**config.mk**
```make
export PLATFORM = sky130hd
export DESIGN_NAME = token_occurrence_counter_core_flat
export DESIGN_NICKNAME = d
export VERILOG_FILES = /design/src/design/tocc_pkg.sv /design/src/design/tocc_text_if.sv /design/src/design/tocc_result_if.sv /design/src/design/tocc_cfg_if.sv /design/src/design/token_occurrence_counter_core.sv /design/src/design/tocc_front.sv /design/src/design/tocc_back.sv /design/src/flat_wrapper.sv
export SDC_FILE = /design/constraint.sdc
export NUM_CORES = 1
export LEC_CHECK = 0
export BUFFER_PORTS_ARGS = -buffer_cell sky130_fd_sc_hd__buf_2
export CORE_AREA = 2 2 183 257
export DETAILED_ROUTE_END_ITERATION = 7
export DIE_AREA = 0 0 185 259
export GPL_TIMING_DRIVEN = 0
export PLACE_DENSITY = 0.69
export SLEW_MARGIN = 20
export SYNTH_ARGS = -nofsm -noshare
export SYNTH_HDL_FRONTEND = slang
export SYNTH_HIERARCHICAL = 1
export SYNTH_SLANG_ARGS = --single-unit
```
**constraint.sdc**
```tcl
create_clock -name clk -period 4.1 [get_ports clk]
set_input_delay 1.025 -clock clk [delete_from_list [all_inputs] [get_ports clk]]
set_output_delay 1.025 -clock clk [all_outputs]
set_load 0.02 [all_outputs]
```
**src/design/tocc_pkg.sv**
```systemverilog
// Shared types and constants for the token occurrence counter.
`default_nettype none

package tocc_pkg;

    localparam int WIN_DEPTH   = 16;
    localparam int WIN_IDX_W   = 4;
    localparam int FILL_W      = 5;
    localparam int QUEUE_DEPTH = 4;
    localparam int QPTR_W      = 2;
    localparam int QCNT_W      = 3;

    localparam logic [15:0] LINE_MAX  = 16'hFFFF;
    localparam logic [39:0] GRAND_MAX = 40'hFF_FFFF_FFFF;

    localparam logic [7:0] CHAR_SPACE = 8'h20;
    localparam logic [7:0] CHAR_TAB   = 8'h09;
    localparam logic [7:0] CHAR_NL    = 8'h0A;

    typedef enum logic [1:0] {
        CFG_TOKEN_LOW  = 2'd0,
        CFG_TOKEN_HIGH = 2'd1,
        CFG_TOKEN_LEN  = 2'd2,
        CFG_SPACE_MODE = 2'd3
    } cfg_index_t;

    // Settled configuration as seen by the scan engine.
    typedef struct packed {
        logic [127:0]      body;
        logic [FILL_W-1:0] len;
        logic              space_mode;
    } cfg_t;

    // One classified text byte between front and back.
    typedef struct packed {
        logic [7:0] text_byte;
        logic       last;
        logic       is_ws;
    } q_entry_t;

endpackage

`default_nettype wire

```
**src/design/tocc_text_if.sv**
```systemverilog
// Text byte channel.
`default_nettype none

interface tocc_text_if;
    logic       valid;
    logic       ready;
    logic [7:0] text_byte;
    logic       end_of_text;

    modport source (output valid, output text_byte, output end_of_text, input ready);
    modport sink   (input valid, input text_byte, input end_of_text, output ready);
endinterface

`default_nettype wire

```
**src/design/tocc_result_if.sv**
```systemverilog
// Result channel carrying per-text and running counts.
`default_nettype none

interface tocc_result_if;
    logic        valid;
    logic        ready;
    logic [15:0] text_count;
    logic [39:0] running_total;

    modport source (output valid, output text_count, output running_total, input ready);
    modport sink   (input valid, input text_count, input running_total, output ready);
endinterface

`default_nettype wire

```
**src/design/tocc_cfg_if.sv**
```systemverilog
// Configuration write channel.
`default_nettype none

interface tocc_cfg_if;
    logic        valid;
    logic        ready;
    logic [1:0]  index;
    logic [63:0] data;

    modport source (output valid, output index, output data, input ready);
    modport sink   (input valid, input index, input data, output ready);
endinterface

`default_nettype wire

```
**src/design/token_occurrence_counter_core.sv**
```systemverilog
// Top level of the token occurrence counter: configuration registers, front and back.
// Flow: a byte enters the queue at its accepting edge and is loaded into the window once the
//   back end is idle; ST_SCAN then runs the scan steps (skip, whitespace drop, compare) and
//   returns to idle. End of text adds a publish step in ST_EMIT; the result then holds until
//   taken. A new byte leaves the queue only after the scan steps of the last one.
// Reset empties queue and window, clears tallies and result valid, restores configuration.
`default_nettype none

module token_occurrence_counter_core #(
    parameter int TOKEN_MAX = 16
) (
    input  wire logic     clk,
    input  wire logic     rst_n,
    tocc_text_if.sink     text,
    tocc_result_if.source result,
    tocc_cfg_if.sink      cfg
);
    import tocc_pkg::*;

    localparam int LEN_LIMIT = (TOKEN_MAX < WIN_DEPTH) ? TOKEN_MAX : WIN_DEPTH;
    localparam logic [FILL_W-1:0] LEN_LIMIT_L = FILL_W'(LEN_LIMIT);

    logic [63:0]       low_reg, low_next;
    logic [63:0]       high_reg, high_next;
    logic [FILL_W-1:0] len_reg, len_next;
    logic              sm_reg, sm_next;
    logic [FILL_W-1:0] raw_len;
    logic              wr;
    cfg_t              cfg_cur;
    logic              q_valid;
    q_entry_t          q_item;
    logic              q_pop;

    assign cfg.ready = 1'b1;
    assign wr        = cfg.valid && cfg.ready;
    assign raw_len   = cfg.data[FILL_W-1:0];

    always_comb
    begin
        low_next  = low_reg;
        high_next = high_reg;
        len_next  = len_reg;
        sm_next   = sm_reg;
        if (wr)
        begin
            case (cfg_index_t'(cfg.index))
                CFG_TOKEN_LOW:  low_next  = cfg.data;
                CFG_TOKEN_HIGH: high_next = cfg.data;
                CFG_TOKEN_LEN:
                begin
                    // Store the clamped body length.
                    if (raw_len == '0)
                    begin
                        len_next = FILL_W'(1);
                    end
                    else if (raw_len > LEN_LIMIT_L)
                    begin
                        len_next = LEN_LIMIT_L;
                    end
                    else
                    begin
                        len_next = raw_len;
                    end
                end
                CFG_SPACE_MODE: sm_next = cfg.data[0];
                default:        low_next = low_reg;
            endcase
        end
    end

    always_ff @(posedge clk or negedge rst_n)
    begin
        if (!rst_n)
        begin
            low_reg  <= '0;
            high_reg <= '0;
            len_reg  <= FILL_W'(1);
            sm_reg   <= 1'b0;
        end
        else
        begin
            low_reg  <= low_next;
            high_reg <= high_next;
            len_reg  <= len_next;
            sm_reg   <= sm_next;
        end
    end

    assign cfg_cur = '{body: {high_reg, low_reg}, len: len_reg, space_mode: sm_reg};

    tocc_front u_front (
        .clk     (clk),
        .rst_n   (rst_n),
        .text    (text),
        .q_valid (q_valid),
        .q_item  (q_item),
        .q_pop   (q_pop)
    );

    tocc_back u_back (
        .clk     (clk),
        .rst_n   (rst_n),
        .cfg     (cfg_cur),
        .q_valid (q_valid),
        .q_item  (q_item),
        .q_pop   (q_pop),
        .result  (result)
    );

endmodule

`default_nettype wire

```
**src/design/tocc_front.sv**
```systemverilog
// Front end: accepts text bytes, marks whitespace, queues them for the scan engine.
`default_nettype none

module tocc_front (
    input  wire logic          clk,
    input  wire logic          rst_n,
    tocc_text_if.sink          text,
    output logic               q_valid,
    output tocc_pkg::q_entry_t q_item,
    input  wire logic          q_pop
);
    import tocc_pkg::*;

    q_entry_t           mem_reg [QUEUE_DEPTH];
    logic [QPTR_W-1:0]  wr_ptr_reg, wr_ptr_next;
    logic [QPTR_W-1:0]  rd_ptr_reg, rd_ptr_next;
    logic [QCNT_W-1:0]  count_reg, count_next;
    logic               push;
    logic               ws;

    // Hold the request off while the queue is full.
    assign text.ready = (count_reg != QCNT_W'(QUEUE_DEPTH));
    assign push       = text.valid && text.ready;
    assign ws         = (text.text_byte == CHAR_SPACE) || (text.text_byte == CHAR_TAB) ||
                        (text.text_byte == CHAR_NL);

    assign q_valid = (count_reg != '0);
    assign q_item  = mem_reg[rd_ptr_reg];

    always_comb
    begin
        wr_ptr_next = push ? wr_ptr_reg + 1'b1 : wr_ptr_reg;
        rd_ptr_next = q_pop ? rd_ptr_reg + 1'b1 : rd_ptr_reg;
        count_next  = count_reg;
        if (push && !q_pop)
        begin
            count_next = count_reg + 1'b1;
        end
        else if (!push && q_pop)
        begin
            count_next = count_reg - 1'b1;
        end
    end

    always_ff @(posedge clk)
    begin
        if (push)
        begin
            mem_reg[wr_ptr_reg] <= '{text_byte: text.text_byte, last: text.end_of_text,
                                     is_ws: ws};
        end
    end

    always_ff @(posedge clk or negedge rst_n)
    begin
        if (!rst_n)
        begin
            wr_ptr_reg <= '0;
            rd_ptr_reg <= '0;
            count_reg  <= '0;
        end
        else
        begin
            wr_ptr_reg <= wr_ptr_next;
            rd_ptr_reg <= rd_ptr_next;
            count_reg  <= count_next;
        end
    end

endmodule

`default_nettype wire

```
**src/design/tocc_back.sv**
```systemverilog
// Back end: window scan engine, tallies and result register.
`default_nettype none

module tocc_back (
    input  wire logic               clk,
    input  wire logic               rst_n,
    input  wire tocc_pkg::cfg_t     cfg,
    input  wire logic               q_valid,
    input  wire tocc_pkg::q_entry_t q_item,
    output logic                    q_pop,
    tocc_result_if.source           result
);
    import tocc_pkg::*;

    typedef enum logic [2:0] {
        ST_IDLE = 3'b001,
        ST_SCAN = 3'b010,
        ST_EMIT = 3'b100
    } state_t;

    state_t            state_reg, state_next;
    logic [7:0]        win_reg [WIN_DEPTH];
    logic [7:0]        win_next [WIN_DEPTH];
    logic [7:0]        win_sh [WIN_DEPTH];
    logic              wsw_reg [WIN_DEPTH];
    logic              wsw_next [WIN_DEPTH];
    logic              wsw_sh [WIN_DEPTH];
    logic [FILL_W-1:0] fill_reg, fill_next;
    logic [FILL_W-1:0] skip_reg, skip_next;
    logic              began_reg, began_next;
    logic              last_reg, last_next;
    logic [15:0]       line_reg, line_next;
    logic [39:0]       grand_reg, grand_next;
    logic              out_valid_reg, out_valid_next;
    logic [15:0]       out_count_reg;
    logic [39:0]       out_total_reg;
    logic              match;
    logic              do_drop;
    logic              emit;

    assign result.valid         = out_valid_reg;
    assign result.text_count    = out_count_reg;
    assign result.running_total = out_total_reg;

    assign q_pop = (state_reg == ST_IDLE) && q_valid;
    assign emit  = (state_reg == ST_EMIT) && (!out_valid_reg || result.ready);

    always_comb
    begin
        for (int i = 0; i < WIN_DEPTH - 1; i++)
        begin
            win_sh[i] = win_reg[i + 1];
            wsw_sh[i] = wsw_reg[i + 1];
        end
        win_sh[WIN_DEPTH - 1] = '0;
        wsw_sh[WIN_DEPTH - 1] = 1'b0;
    end

    // Masked parallel compare of the window against the token body.
    always_comb
    begin
        match = 1'b1;
        for (int k = 0; k < WIN_DEPTH; k++)
        begin
            if ((FILL_W'(k) < cfg.len) && (win_reg[k] != cfg.body[8 * k +: 8]))
            begin
                match = 1'b0;
            end
        end
    end

    always_comb
    begin
        state_next     = state_reg;
        win_next       = win_reg;
        wsw_next       = wsw_reg;
        fill_next      = fill_reg;
        skip_next      = skip_reg;
        began_next     = began_reg;
        last_next      = last_reg;
        line_next      = line_reg;
        grand_next     = grand_reg;
        out_valid_next = out_valid_reg && !result.ready;
        do_drop        = 1'b0;

        case (state_reg)
            ST_IDLE:
            begin
                if (q_valid)
                begin
                    last_next  = q_item.last;
                    state_next = ST_SCAN;
                    if (fill_reg == FILL_W'(WIN_DEPTH))
                    begin
                        win_next = win_sh;
                        wsw_next = wsw_sh;
                        win_next[WIN_DEPTH - 1] = q_item.text_byte;
                        wsw_next[WIN_DEPTH - 1] = q_item.is_ws;
                    end
                    else
                    begin
                        win_next[fill_reg[WIN_IDX_W-1:0]] = q_item.text_byte;
                        wsw_next[fill_reg[WIN_IDX_W-1:0]] = q_item.is_ws;
                        fill_next = fill_reg + 1'b1;
                    end
                end
            end
            ST_SCAN:
            begin
                if (fill_reg == '0)
                begin
                    state_next = last_reg ? ST_EMIT : ST_IDLE;
                end
                else if (skip_reg != '0)
                begin
                    do_drop   = 1'b1;
                    skip_next = skip_reg - 1'b1;
                end
                else if (cfg.space_mode && wsw_reg[0])
                begin
                    do_drop    = 1'b1;
                    began_next = 1'b1;
                end
                else if (fill_reg < cfg.len)
                begin
                    // Short candidate: wait for more bytes, or drop it at end of text.
                    if (last_reg)
                    begin
                        do_drop    = 1'b1;
                        began_next = 1'b0;
                    end
                    else
                    begin
                        state_next = ST_IDLE;
                    end
                end
                else if (match)
                begin
                    if (!cfg.space_mode || began_reg)
                    begin
                        if (line_reg != LINE_MAX)
                        begin
                            line_next = line_reg + 1'b1;
                        end
                        if (grand_reg != GRAND_MAX)
                        begin
                            grand_next = grand_reg + 1'b1;
                        end
                    end
                    skip_next  = cfg.len;
                    began_next = 1'b0;
                end
                else
                begin
                    do_drop    = 1'b1;
                    began_next = 1'b0;
                end
            end
            ST_EMIT:
            begin
                if (emit)
                begin
                    out_valid_next = 1'b1;
                    fill_next      = '0;
                    skip_next      = '0;
                    began_next     = 1'b0;
                    line_next      = '0;
                    state_next     = ST_IDLE;
                end
            end
            default:
            begin
                state_next = ST_IDLE;
            end
        endcase

        if (do_drop)
        begin
            win_next  = win_sh;
            wsw_next  = wsw_sh;
            fill_next = fill_reg - 1'b1;
        end
    end

    always_ff @(posedge clk)
    begin
        win_reg <= win_next;
        wsw_reg <= wsw_next;
        if (emit)
        begin
            out_count_reg <= line_reg;
            out_total_reg <= grand_reg;
        end
    end

    always_ff @(posedge clk or negedge rst_n)
    begin
        if (!rst_n)
        begin
            state_reg     <= ST_IDLE;
            fill_reg      <= '0;
            skip_reg      <= '0;
            began_reg     <= 1'b0;
            last_reg      <= 1'b0;
            line_reg      <= '0;
            grand_reg     <= '0;
            out_valid_reg <= 1'b0;
        end
        else
        begin
            state_reg     <= state_next;
            fill_reg      <= fill_next;
            skip_reg      <= skip_next;
            began_reg     <= began_next;
            last_reg      <= last_next;
            line_reg      <= line_next;
            grand_reg     <= grand_next;
            out_valid_reg <= out_valid_next;
        end
    end

    a_fill_bound: assert property (@(posedge clk) disable iff (!rst_n)
        fill_reg <= FILL_W'(WIN_DEPTH))
        else $error("window fill exceeds depth");

    a_grand_covers_line: assert property (@(posedge clk) disable iff (!rst_n)
        grand_reg >= {24'd0, line_reg})
        else $error("running total below text count");

    a_emit_clears: assert property (@(posedge clk) disable iff (!rst_n)
        emit |=> (out_valid_reg && (line_reg == '0) && (fill_reg == '0) &&
                  (skip_reg == '0)))
        else $error("end of text did not publish and clear");

    a_pop_only_idle: assert property (@(posedge clk) disable iff (!rst_n)
        q_pop |=> (state_reg == ST_SCAN))
        else $error("popped byte not scanned");

endmodule

`default_nettype wire
```
**src/flat_wrapper.sv**
```systemverilog
// flat-port wrapper written by rule: the top's interface ports become plain ports
module token_occurrence_counter_core_flat import tocc_pkg::*;
#(
    parameter int TOKEN_MAX = 16
)
  (clk, rst_n, text_valid, text_text_byte, text_end_of_text, text_ready, result_valid, result_text_count, result_running_total, result_ready, cfg_valid, cfg_index, cfg_data, cfg_ready);
  tocc_text_if text_i ();
  tocc_result_if result_i ();
  tocc_cfg_if cfg_i ();
  input  wire logic clk;
  input  wire logic rst_n;
  input wire logic [$bits(text_i.valid)-1:0] text_valid;
  input wire logic [$bits(text_i.text_byte)-1:0] text_text_byte;
  input wire logic [$bits(text_i.end_of_text)-1:0] text_end_of_text;
  output wire logic [$bits(text_i.ready)-1:0] text_ready;
  output wire logic [$bits(result_i.valid)-1:0] result_valid;
  output wire logic [$bits(result_i.text_count)-1:0] result_text_count;
  output wire logic [$bits(result_i.running_total)-1:0] result_running_total;
  input wire logic [$bits(result_i.ready)-1:0] result_ready;
  input wire logic [$bits(cfg_i.valid)-1:0] cfg_valid;
  input wire logic [$bits(cfg_i.index)-1:0] cfg_index;
  input wire logic [$bits(cfg_i.data)-1:0] cfg_data;
  output wire logic [$bits(cfg_i.ready)-1:0] cfg_ready;
  assign text_i.valid = text_valid;
  assign text_i.text_byte = text_text_byte;
  assign text_i.end_of_text = text_end_of_text;
  assign text_ready = text_i.ready;
  assign result_valid = result_i.valid;
  assign result_text_count = result_i.text_count;
  assign result_running_total = result_i.running_total;
  assign result_i.ready = result_ready;
  assign cfg_i.valid = cfg_valid;
  assign cfg_i.index = cfg_index;
  assign cfg_i.data = cfg_data;
  assign cfg_ready = cfg_i.ready;
  token_occurrence_counter_core #(.TOKEN_MAX(TOKEN_MAX)) u_core (.clk(clk), .rst_n(rst_n), .text(text_i), .result(result_i), .cfg(cfg_i));
endmodule
```
# Yosys cells after proc, flatten, opt, wreduce, memory -nomap -nowiden
# Memories as Yosys holds them, arrays and structs flattened.
# Index checks and enable logic that the tools add are counted.
dict set report totals {
  regBits 413
  ramBits 40
  out_inout_bits 59
  word_cells 269
  mem_count 1
}
# memory words word_bits read_ports rd_clocked_by_memory_dff wr line_no
set memory_table {}
lappend memory_table {u_core.u_front.mem_reg 4 10 1 0 1 tocc_front.sv:14} ;# q_entry_t mem_reg [QUEUE_DEPTH];
dict set report classes {
  addsub 9
  order_cmp 20
  n_eq_ne 49
  n_mux 81
  bitwise 5
  n_reduce_logical 55
}
# cell n
set op_table {}
lappend op_table {{2-to-1 mux 128 bit} 4}
lappend op_table {{2-to-1 mux 16 bit} 12}
lappend op_table {{bitwise mux 128 bit} 1}
lappend op_table {{inequality test 8 bit} 16}
lappend op_table {{2-to-1 mux 5 bit} 11}
lappend op_table {{adder 40 x 1 -> 40 bit (second input constant)} 1}
lappend op_table {{less-than comparator 4 x 5 -> 1 bit (first input constant)} 8}
lappend op_table {{inequality test 40 bit (second input constant)} 1}
lappend op_table {{2-to-1 mux 1 bit} 34}
lappend op_table {{inequality test 3 bit (second input constant)} 11}
lappend op_table {{demux 8 bit (select 4 bit)} 1}
lappend op_table {{one-hot mux 16 bit (2 select lines)} 1}
lappend op_table {{2-to-1 mux 3 bit} 10}
lappend op_table {{logical AND 1 bit} 24}
lappend op_table {{less-than comparator 3 x 5 -> 1 bit (first input constant)} 4}
lappend op_table {{one-hot mux 5 bit (2 select lines)} 2}
lappend op_table {{inequality test 2 bit (second input constant)} 9}
lappend op_table {{adder 16 x 1 -> 16 bit (second input constant)} 1}
lappend op_table {{bitwise mux 16 bit} 1}
lappend op_table {{equality test 8 x 4 -> 1 bit (second input constant)} 2}
lappend op_table {{inequality test 16 bit (second input constant)} 1}
lappend op_table {{AND reduction 2 bit} 6}
lappend op_table {{AND reduction 6 bit} 2}
lappend op_table {{logical NOT 5 bit} 2}
lappend op_table {{35 further kinds} 54}

# Depth between registers and ports, before layout
# Gate-level depths: netlist (run 1).
dict set report depth {
  ltp_word 26
  mapped_depth 13
}

# Modules after synthesis
# The synthesis (run 1) kept the hierarchy.
# module instances cells_per_inst area_per_inst_um2 seq_area_each_um2
set modules_own_cells {}
lappend modules_own_cells {tocc_back 1 1159 12922.4 7718.7}
lappend modules_own_cells {token_occurrence_counter_core 1 297 5584.1 3354.5}
lappend modules_own_cells {tocc_front 1 92 1903.1 1376.3}

# Worst setup path after synthesis (run 1)
# OpenSTA, ideal clock, no wires.
dict set report synth_timing {
  path_type {input port to flip-flop}
  startpoint {input result_ready}
  endpoint {register u_core.u_back.out_total_reg[0] (netlist: u_core/u_back/result.running_total[0]), enable pin}
  setup_time_ns 0.442
  t_arrival_ns 3.127
  required_time_ns 3.658
  path_slack_ns 0.531
  path_stages 4
  n_path_buf 1
  cell_sequence {nand2b_1 -> nand2_1 -> clkinv_1 -> clkbuf_1}
}
dict set report synth_between {
  elab_chain_cells 2
}
# item line_no
set synth_lines {}
lappend synth_lines {{start: declaration} flat_wrapper.sv:19} ;# input wire logic [$bits(result_i.ready)-1:0] result_ready;
lappend synth_lines {{logical OR 1 bit} tocc_back.sv:46} ;# assign emit = (state_reg == ST_EMIT) && (!out_valid_reg || result.ready);
lappend synth_lines {{logical AND 1 bit} tocc_back.sv:46}
lappend synth_lines {{named net u_core.u_back.emit} tocc_back.sv:39} ;# logic emit;
lappend synth_lines {{end signal: assignment} tocc_back.sv:192} ;# out_total_reg <= grand_reg;
lappend synth_lines {{end: declaration} tocc_back.sv:36} ;# logic [39:0] out_total_reg;
# The timed path passes the listed nets, and every way through them passes these cells.
# A chain may end at the register's enable or synchronous reset.

# Final worst setup path (run 1)
dict set report layout_timing {
  startpoint {register u_core.len_reg[3]}
  endpoint {register u_core/u_back/win_reg[33] (netlist name), enable pin}
}
dict set report layout_between {
  elab_chain_cells 26
  word_cells_on_any_way 58
}
# item line_no
set layout_lines {}
lappend layout_lines {{start: declaration} token_occurrence_counter_core.sv:25} ;# logic [FILL_W-1:0] len_reg, len_next;
lappend layout_lines {{start signal: assignment} token_occurrence_counter_core.sv:84} ;# len_reg <= len_next;
lappend layout_lines {{less-than comparator 1 x 5 -> 1 bit} tocc_back.sv:65} ;# if ((FILL_W'(k) < cfg.len) && (win_reg[k] != cfg.body[8 * k +: 8]))
lappend layout_lines {{logical AND 1 bit} tocc_back.sv:65}
lappend layout_lines {{2-to-1 mux 1 bit (16 in a row)} tocc_back.sv:65}
lappend layout_lines {{2-to-1 mux 1 bit} tocc_back.sv:137} ;# else if (match)
lappend layout_lines {{2-to-1 mux 1 bit *} tocc_back.sv:124} ;# else if (fill_reg < cfg.len)
lappend layout_lines {{2-to-1 mux 1 bit *} tocc_back.sv:119} ;# else if (cfg.space_mode && wsw_reg[0])
lappend layout_lines {{2-to-1 mux 1 bit *} tocc_back.sv:114} ;# else if (skip_reg != '0)
lappend layout_lines {{2-to-1 mux 1 bit *} tocc_back.sv:110} ;# if (fill_reg == '0)
lappend layout_lines {{2-to-1 mux 1 bit *} tocc_back.sv:86} ;# case (state_reg)
lappend layout_lines {{nonzero test 2 bit (no source line)} --}
lappend layout_lines {{AND reduction 2 bit (no source line) *} --}
lappend layout_lines {{end signal: assignment} tocc_back.sv:187} ;# win_reg <= win_next;
lappend layout_lines {{end: declaration} tocc_back.sv:22} ;# logic [7:0] win_reg [WIN_DEPTH];
# Mark *: on every way between the ends. The rest lies on a longest branch, timed or not.

==> summary.md, run 1 <==
| Metric | Value |
|---|---|
| Highest cell delay on the worst timing path | `630 ps` |
| Number of antenna repair diodes | `0` |
| Worst path bufs/invs | `2` |
| Via Count | `roughly 13k` |
| Cts hold-fix bufs | `0` |
| Max Slew Vio Count | `0` |
| CP arrival | `approximately 4100 ps` |
| Number of register bits inferred by synthesis | `~450` |
| Maximum resistive drop on vdd | `approximately 340 uV` |
| Cell with the most instances after synthesis | `sky130_fd_sc_hd__edfxtp_1` |
| P_sw | `between 5 and 6 mW` |
| Leading cell types by count after synthesis | `sky130_fd_sc_hd__edfxtp_1, sky130_fd_sc_hd__dfrtp_1, sky130_fd_sc_hd__nand2_1` |
| Fraction of layout instances using a drive strength above 1 | `22.0%` |
| Total congestion overflow after global routing | `0` |
| Capturing element type of the critical path | `flop` |
| Cell taking the most area after synthesis | `sky130_fd_sc_hd__edfxtp_1` |
| Crit path max fanout | `10` |
| Relative max-transition margin | `roughly 33%` |
| Power density relative to cell area | `roughly 700 nW/um^2` |
| Later-pin clock latency in the skew report | `around 560 ps` |
| Routed wirelength normalized by instance count | `~21 um` |
| Kind of start point of the critical path | `flop` |
| Area of the core | `around 46,000 um^2` |
| Post-CTS Repair Setup Buffers | `0` |
| Setup TNS after final layout | `0 ps` |
| Leading cell types by total area after synthesis | `sky130_fd_sc_hd__edfxtp_1, sky130_fd_sc_hd__dfrtp_1, sky130_fd_sc_hd__mux2_4, sky130_fd_sc_hd__xnor2_1, sky130_fd_sc_hd__o21ai_0` |
| Sequential area share after synthesis | `between 60% and 70%` |
| Required time of the critical path | `between 4000 and 5000 ps` |
| Floorplan die area | `around 48,000 um^2` |
| Top cell family by delay on the critical path | `compound AO/OA/AOI/OAI gates` |
| Synthesized area per cell | `about 13 um^2` |
| Sinks on Clock Net | `roughly 450` |
| CP Class | `reg -> reg` |
| Antenna Violating Nets Remaining | `0` |
| Summed area of non-filler cells in the final layout | `approximately 23,000 um^2` |
| Placed cell areas | `approximately 22,000 um^2` |
| Maximum number of pins on one net before global-route repair | `97` |
| Combinational share of power | `between 20 and 30%` |
| Setup violators final | `0` |
| Die Ht | `259 um` |
| Initial Util | `between 40% and 50%` |
| Width of the die | `around 190 um` |
| Area of the mapped netlist | `between 20,000 and 25,000 um^2` |
| First-pass iteration count of the detailed router | `8` |
| Net count of the mapped netlist | `approximately 1.6k` |
| Critical-path top delay cell | `sky130_fd_sc_hd__dfrtp_1` |
| Clock buffer count from CTS | `between 40 and 50` |
| Unrepaired setup endpoints after global routing | `no` |
| CTS root buf | `sky130_fd_sc_hd__clkbuf_16` |
| Final period util | `96.0%` |
| Switching Share | `between 30% and 40%` |
| Number of nets in the layout | `1,829` |
| Distinct cell type count after synthesis | `a little under 70` |
| Leak Pwr | `between 9 and 10 nW` |
| Path type of the worst min-delay path | `in -> async` |
| Max Clock Skew | `around 15 ps` |
| Number of flip-flops under the largest register name | `between 100 and 150` |
| # port buffers | `roughly 140` |
| Number of placed I/O pins | `~140` |
| CTS tree | `built` |
| Overall global routing resource usage | `~22%` |
| Post-DP HPWL | `37,100 um` |
| Min Clock Period, post-route | `3940 ps` |
| Top achievable clock speed | `254 MHz` |
| Via count of the first global-routing pass | `~13k` |
| First DRT Iteration DRCs | `between 1k and 1.5k` |
| Antenna violations before repair | `1` |
| Post-detailed-route via-to-cell ratio | `5.50` |
| Number of instances in the placed design | `between 2k and 2.5k` |
| Gate Count Post-Synth | `roughly 1.5k` |
| Internal portion of total power | `10.4 mW` |
| Synth Flop Type | `sky130_fd_sc_hd__edfxtp_1` |
| Clock network fraction of design power | `between 20% and 30%` |
| Transition time at the pin with the least slew margin | `999 ps` |
| Clock slew at reported path FFs | `roughly 60 ps` |
| Outcome | `finished, final reports clean` |
| Number of maximum-capacitance constraint violations | `0` |
| Number of flops mapped to enable cells by yosys | `between 200 and 250` |
| Proportion of power drawn by flip-flops and latches | `between 40% and 50%` |
| Syn. warnings | `6` |
| Fraction of post-synthesis cell area in the top cell type by area | `between 30% and 40%` |
| Post-route insts no fill | `around 2.4k` |
| Cells along the critical path | `inv_1, ha_1, nand2_1, o31ai_1, o21ai_0, a2111o_1, nor3_1, nor2_1, nor2_2, clkbuf_1, a21oi_1` |
| Growth of design area from synthesis to finish | `14.6%` |
| H-tree level count | `2` |
| Row count | `between 90 and 100` |
| Post-route DRC violation count | `0` |
| Final hold vios | `0` |
| Wire length of the first global-routing pass | `roughly 80,000 um` |
| Share of synthesized registers carrying an async set or reset | `a little under half` |
| Clock Path Buffers | `3` |
| Detailed Route WL | `roughly 51,000 um` |
| RePlAce Congestion | `0.934` |
layout make-up:
cell class / count / area, um^2
repair buffers: 140 / 771
inverters: 24 / 90.1
multi-input cells: 1010 / 7490
clock inverters: 22 / 173
plain buffers: 58 / 393
clock buffers: 60 / 1240
well taps: 617 / 772
flip-flops and latches: 453 / 12500
fillers: 3960 / 22200
stage by stage:
| step | power (mW) | setup slack, ps | hold WS [ps] | util (%) |
|---|---|---|---|---|
| 2_1_floorplan | 10.2 | 531 | 425 | - |
| 3_3_place_gp | 11.8 | -1610 | 433 | 47.9 |
| 3_5_place_dp | 12.0 | -404 | 439 | 48.1 |
| 4_1_cts | 15.9 | 152 | 317 | 51.2 |
| 5_1_grt | 16.7 | 7.75 | 343 | 51.3 |
| 6_report | 16.0 | 162 | 325 | 51.3 |
kinds of logic after synthesis:
logic type,Yosys count,share of synthesized area (%)
flip-flops,453,61.0
AND/OR/NAND/NOR,413,9.77
AO/OA/AOI/OAI,249,6.88
XOR/XNOR,173,7.42
multiplexers,156,11.4
buffers and inverters,85,2.40
adder cells (fa/ha/maj),18,1.14
other,1,0.0184
cell usage in the layout (no fill, tap or decap), types with 15 or more instances in the layout:
master                      count
sky130_fd_sc_hd__clkbuf_1      41
sky130_fd_sc_hd__clkbuf_16     47
sky130_fd_sc_hd__buf_2        140
sky130_fd_sc_hd__a21oi_1       38
sky130_fd_sc_hd__dfrtp_1      208
sky130_fd_sc_hd__nor2_1        44
sky130_fd_sc_hd__mux2_2        15
sky130_fd_sc_hd__inv_1         23
sky130_fd_sc_hd__nand2_1      197
sky130_fd_sc_hd__xnor2_1      127
sky130_fd_sc_hd__edfxtp_1     231
sky130_fd_sc_hd__mux2_4       121
sky130_fd_sc_hd__and3_1        18
sky130_fd_sc_hd__ha_1          17
sky130_fd_sc_hd__o21ai_0      155
sky130_fd_sc_hd__nand3_1       27
sky130_fd_sc_hd__nand4_1       37
sky130_fd_sc_hd__xor2_1        46
path summary, 6_finish.rpt:
path,from,to,slack (ps),depth (start not counted)
max,u_core/len_reg[3],u_core/u_back/win_reg[33],160,11
min,rst_n,u_core/high_reg[48],320,1
max reg2reg,u_core/len_reg[3],u_core/u_back/win_reg[33],160,11
min reg2reg,u_core/u_back/grand_reg[11],u_core/u_back/result.running_total[11],460,0
max in group asynchronous,rst_n,u_core/low_reg[15],2990,2
min in group clk,u_core/u_back/grand_reg[11],u_core/u_back/result.running_total[11],460,0
what timing repair did:
item                       4_1_cts  5_1_grt
cloned                           0        0
resized for setup                4        4
setup endpoints to repair      152      103
per-layer routing:
layer	vias to the layer above	GRT usage [%]	share of wire, %
met4	2	10.6	5.1
li1	5968	-	-
met5	-	0	0.014
met2	549	37.7	51
met1	6454	26.0	38
met3	137	3.16	5.9
power groups by stage:
stage / combinational [mW] / sequential (mW) / clock [mW]
floorplan: 3.16 / 7.08 / 0
global placement: 4.28 / 7.51 / 0
detailed placement: 4.43 / 7.55 / 0
CTS: 4.43 / 7.49 / 4.03
global route: 4.87 / 7.60 / 4.21
finish: 4.51 / 7.52 / 3.95
Note: power is estimated with default switching activity, not from simulation.
==> run 2, diff against run 1 <==
--- a/config.mk
+++ b/config.mk
@@ -5,12 +5,13 @@
 export SDC_FILE = /design/constraint.sdc
 export NUM_CORES = 1
 export LEC_CHECK = 0
-export BUFFER_PORTS_ARGS = -buffer_cell sky130_fd_sc_hd__buf_2
 export CORE_AREA = 2 2 183 257
+export CTS_BUF_LIST = sky130_fd_sc_hd__clkbuf_8
 export DETAILED_ROUTE_END_ITERATION = 7
 export DIE_AREA = 0 0 185 259
+export DONT_BUFFER_PORTS = 1
 export GPL_TIMING_DRIVEN = 0
-export PLACE_DENSITY = 0.69
+export PLACE_DENSITY = 0.66
 export SLEW_MARGIN = 20
 export SYNTH_ARGS = -nofsm -noshare
 export SYNTH_HDL_FRONTEND = slang
==> constraint.sdc (replaced) <==
create_clock -name clk -period 3.9 [get_ports clk]
set_input_delay 0.975 -clock clk [delete_from_list [all_inputs] [get_ports clk]]
set_output_delay 0.975 -clock clk [all_outputs]
set_load 0.02 [all_outputs]
==> summary.md, run 2 (synthesized netlist as in run 1, its figures left out) <==
| Metric | Value |
|---|---|
| R2r worst-path depth | `11 (unchanged)` |
| Width of the die | `185 um (unchanged)` |
| Post-route insts no fill | `2,294 (was 2,384)` |
| Critical-path top delay cell | `sky130_fd_sc_hd__or4_4 (was sky130_fd_sc_hd__dfrtp_1)` |
| Worst hold margin | `54.6 ps (was 325 ps)` |
| Via count of the first global-routing pass | `13.1k (was 13.5k)` |
| Routed wirelength normalized by instance count | `22.3 um (was 21.4 um)` |
| Final hold vios | `0 (unchanged)` |
| Clock Path Buffers | `3 (unchanged)` |
| Later-pin clock latency in the skew report | `630 ps (was 560 ps)` |
| Cts hold-fix bufs | `0 (unchanged)` |
| Number of maximum-capacitance constraint violations | `0 (unchanged)` |
| Overall global routing resource usage | `21.7% (was 21.6%)` |
| Power density relative to cell area | `723 nW/um^2 (was 684 nW/um^2)` |
| Sinks on Clock Net | `453 (unchanged)` |
| Failing checks | `negative setup slack` |
| Setup violators final | `3 (was 0)` |
| Area taken by multi-input logic gates | `7500 um^2 (was 7490 um^2)` |
| CP arrival | `4210 ps (was 4130 ps)` |
| Dpl ws | `-703 ps (was -404 ps)` |
| Growth of design area from synthesis to finish | `10.8% (was 14.6%)` |
| Fraction of layout instances using a drive strength above 1 | `17.1% (was 22.0%)` |
| Required time of the critical path | `4190 ps (was 4290 ps)` |
| Post-DP HPWL | `36,500 um (was 37,100 um)` |
| Outcome | `finished with violations (was finished, final reports clean)` |
| CTS root buf | `sky130_fd_sc_hd__clkbuf_8 (was sky130_fd_sc_hd__clkbuf_16)` |
| CP Class | `reg -> reg (unchanged)` |
| H-tree level count | `3 (was 2)` |
| Number of nets in the layout | `1,717 (was 1,829)` |
| Highest cell delay on the worst timing path | `620 ps (was 630 ps)` |
| First-pass iteration count of the detailed router | `6 (was 8)` |
| Min Clock Period, post-route | `3910 ps (was 3940 ps)` |
| Antenna Violating Nets Remaining | `0 (unchanged)` |
| Detailed Route WL | `51,200 um (was 51,000 um)` |
| Relative max-transition margin | `32.4% (was 33.4%)` |
| Path type of the worst min-delay path | `in -> async (unchanged)` |
| Top achievable clock speed | `256 MHz (was 254 MHz)` |
| Number of filler cells placed in the layout | `4,038 (was 3,960)` |
| Final WS setup | `-13.9 ps (was 162 ps)` |
| Row count | `93 (unchanged)` |
| Summed area of non-filler cells in the final layout | `22,600 um^2 (was 23,400 um^2)` |
| Leak Pwr | `8.92 nW (was 9.47 nW)` |
| Via Count | `12.7k (was 13.1k)` |
| RePlAce Congestion | `0.935 (was 0.934)` |
| Maximum number of pins on one net before global-route repair | `214 (was 97)` |
| Crit path max fanout | `10 (unchanged)` |
| Kind of start point of the critical path | `flop (unchanged)` |
| Most common library cell in the layout ignoring fill and taps | `sky130_fd_sc_hd__edfxtp_1 (unchanged)` |
| Final period util | `100% (was 96.0%)` |
| Placed cell areas | `21,200 um^2 (was 22,000 um^2)` |
| First DRT Iteration DRCs | `1,173 (was 1,029)` |
| Total congestion overflow after global routing | `0 (unchanged)` |
| Die Ht | `259 um (unchanged)` |
| Max Slew Vio Count | `0 (unchanged)` |
| Max Clock Skew | `27.4 ps (was 15.3 ps)` |
| Capturing element type of the critical path | `flop (unchanged)` |
| Number of placed I/O pins | `139 (unchanged)` |
| Cells along the critical path | `xor2_1, nor4_2, nand3_1, o32a_1, or4_4, o31ai_2, nand2_4, clkbuf_4, buf_1, nand2_1, o21ai_0 (was inv_1, ha_1, nand2_1, o31ai_1, o21ai_0, a2111o_1, nor3_1, nor2_1, nor2_2, clkbuf_1, a21oi_1)` |
| # port buffers | `0 (was 137)` |
| Most used cells in the layout excluding fill and tap cells | `sky130_fd_sc_hd__edfxtp_1, sky130_fd_sc_hd__dfrtp_1, sky130_fd_sc_hd__nand2_1 (unchanged)` |
| Area of the core | `45,600 um^2 (unchanged)` |
| Transition time at the pin with the least slew margin | `1010 ps (was 999 ps)` |
| Post-route DRC violation count | `0 (unchanged)` |
| CTS tree | `built (unchanged)` |
| Antenna violations before repair | `1 (unchanged)` |
| Maximum resistive drop on vdd | `338 uV (was 341 uV)` |
| Setup TNS after final layout | `-19.5 ps (was 0 ps)` |
| Post-detailed-route via-to-cell ratio | `5.55 (was 5.50)` |
| Clock buffer count from CTS | `69 (was 44)` |
| Initial Util | `44.7% (unchanged)` |
| Unrepaired setup endpoints after global routing | `yes (was no)` |
| Clock slew at reported path FFs | `70 ps (was 60 ps)` |
| Number of instances in the placed design | `2,166 (was 2,305)` |
| Wire length of the first global-routing pass | `77,900 um (was 78,500 um)` |
| Number of flip-flops under the largest register name | `128 (unchanged)` |
| Register area | `12,500 um^2 (about the same)` |
| Floorplan die area | `47,900 um^2 (unchanged)` |
==> run 2: changes by cell type in the layout (fill, tap and decap cells not counted), moves of 2 or more <==
| cell | previous run | this run |
|---|---|---|
| sky130_fd_sc_hd__clkinvlp_2 | 2 | 0 |
| sky130_fd_sc_hd__clkinv_4 | 3 | 0 |
| sky130_fd_sc_hd__clkbuf_2 | 1 | 3 |
| sky130_fd_sc_hd__buf_2 | 140 | 4 |
| sky130_fd_sc_hd__clkinv_8 | 2 | 0 |
| sky130_fd_sc_hd__clkbuf_8 | 2 | 81 |
| sky130_fd_sc_hd__clkinv_1 | 5 | 12 |
| sky130_fd_sc_hd__clkinv_2 | 7 | 10 |
| sky130_fd_sc_hd__clkbuf_1 | 41 | 28 |
| sky130_fd_sc_hd__inv_1 | 23 | 42 |
| sky130_fd_sc_hd__clkbuf_16 | 47 | 0 |
| sky130_fd_sc_hd__clkinvlp_4 | 2 | 5 |
==> run 2: layout make-up <==
cell class / instances / share of cell area, %
Antenna cell: 1 / 0.0111
Buffer: 59 / 1.78
Clock buffer: 81 / 4.93
Clock inverter: 47 / 1.06
Inverter: 24 / 0.398
Multi-Input combinational cell: 1010 / 33.2
Sequential cell: 453 / 55.1
Tap cell: 617 / 3.41
Timing Repair Buffer: 2 / 0.155
==> run 2: worst max-delay path: cells and delay by family (launching register included) <==
family,cells,cell delay (ps)
AOI/OAI and AO/OA,3,1020
xor gates and xnor gates,1,170
buffers and inverters,2,530
DFF,1,410
and+or+nand+nor,5,1420
==> run 2: power by group <==
group          internal (mW)  leakage, nW  switching [mW]  total [mW]
combinational           1.76         3.12            2.87        4.63
sequential              6.78         5.04            1.11        7.89
clock                   1.97        0.759            1.85        3.82
total                   10.5         8.92            5.84        16.3
==> run 2: through the flow <==
step                utilization (%)  power (mW)
floorplan                         -        10.8
global placement               46.4        12.3
detailed placement             46.5        12.5
CTS                            49.5        16.4
global route                   49.6        17.1
finish                         49.6        16.3
==> run 2: path summary, 6_finish.rpt <==
check                                            start                                     end  slack (ps)
max                          u_core/u_back/win_reg[11]              u_core/u_back/win_reg[116]         -10
min                                              rst_n                     u_core/high_reg[48]          50
max reg2reg                  u_core/u_back/win_reg[11]              u_core/u_back/win_reg[116]         -10
min reg2reg                u_core/u_back/grand_reg[11]  u_core/u_back/result.running_total[11]         460
max in group asynchronous                        rst_n                     u_core/high_reg[30]        3130
min in group clk                           cfg_data[4]                       u_core/len_reg[0]         420
==> run 2: timing repair <==
item / 4_1_cts / 5_1_grt
pin swaps: 0 / 2
buffers inserted: 0 / 1
setup endpoints to repair: 254 / 159
resized for setup: 9 / 7
==> run 2: layer usage <==
layer  wire length, um  GRT usage, %  share of wire, %  up-vias
met3              3880          4.39               7.6      151
met2             26000          38.0                51      558
met5                 0             0                 0        -
li1                  -             -                 -     5748
met1             18600          25.1                36     6279
met4              2600          11.4               5.1        0
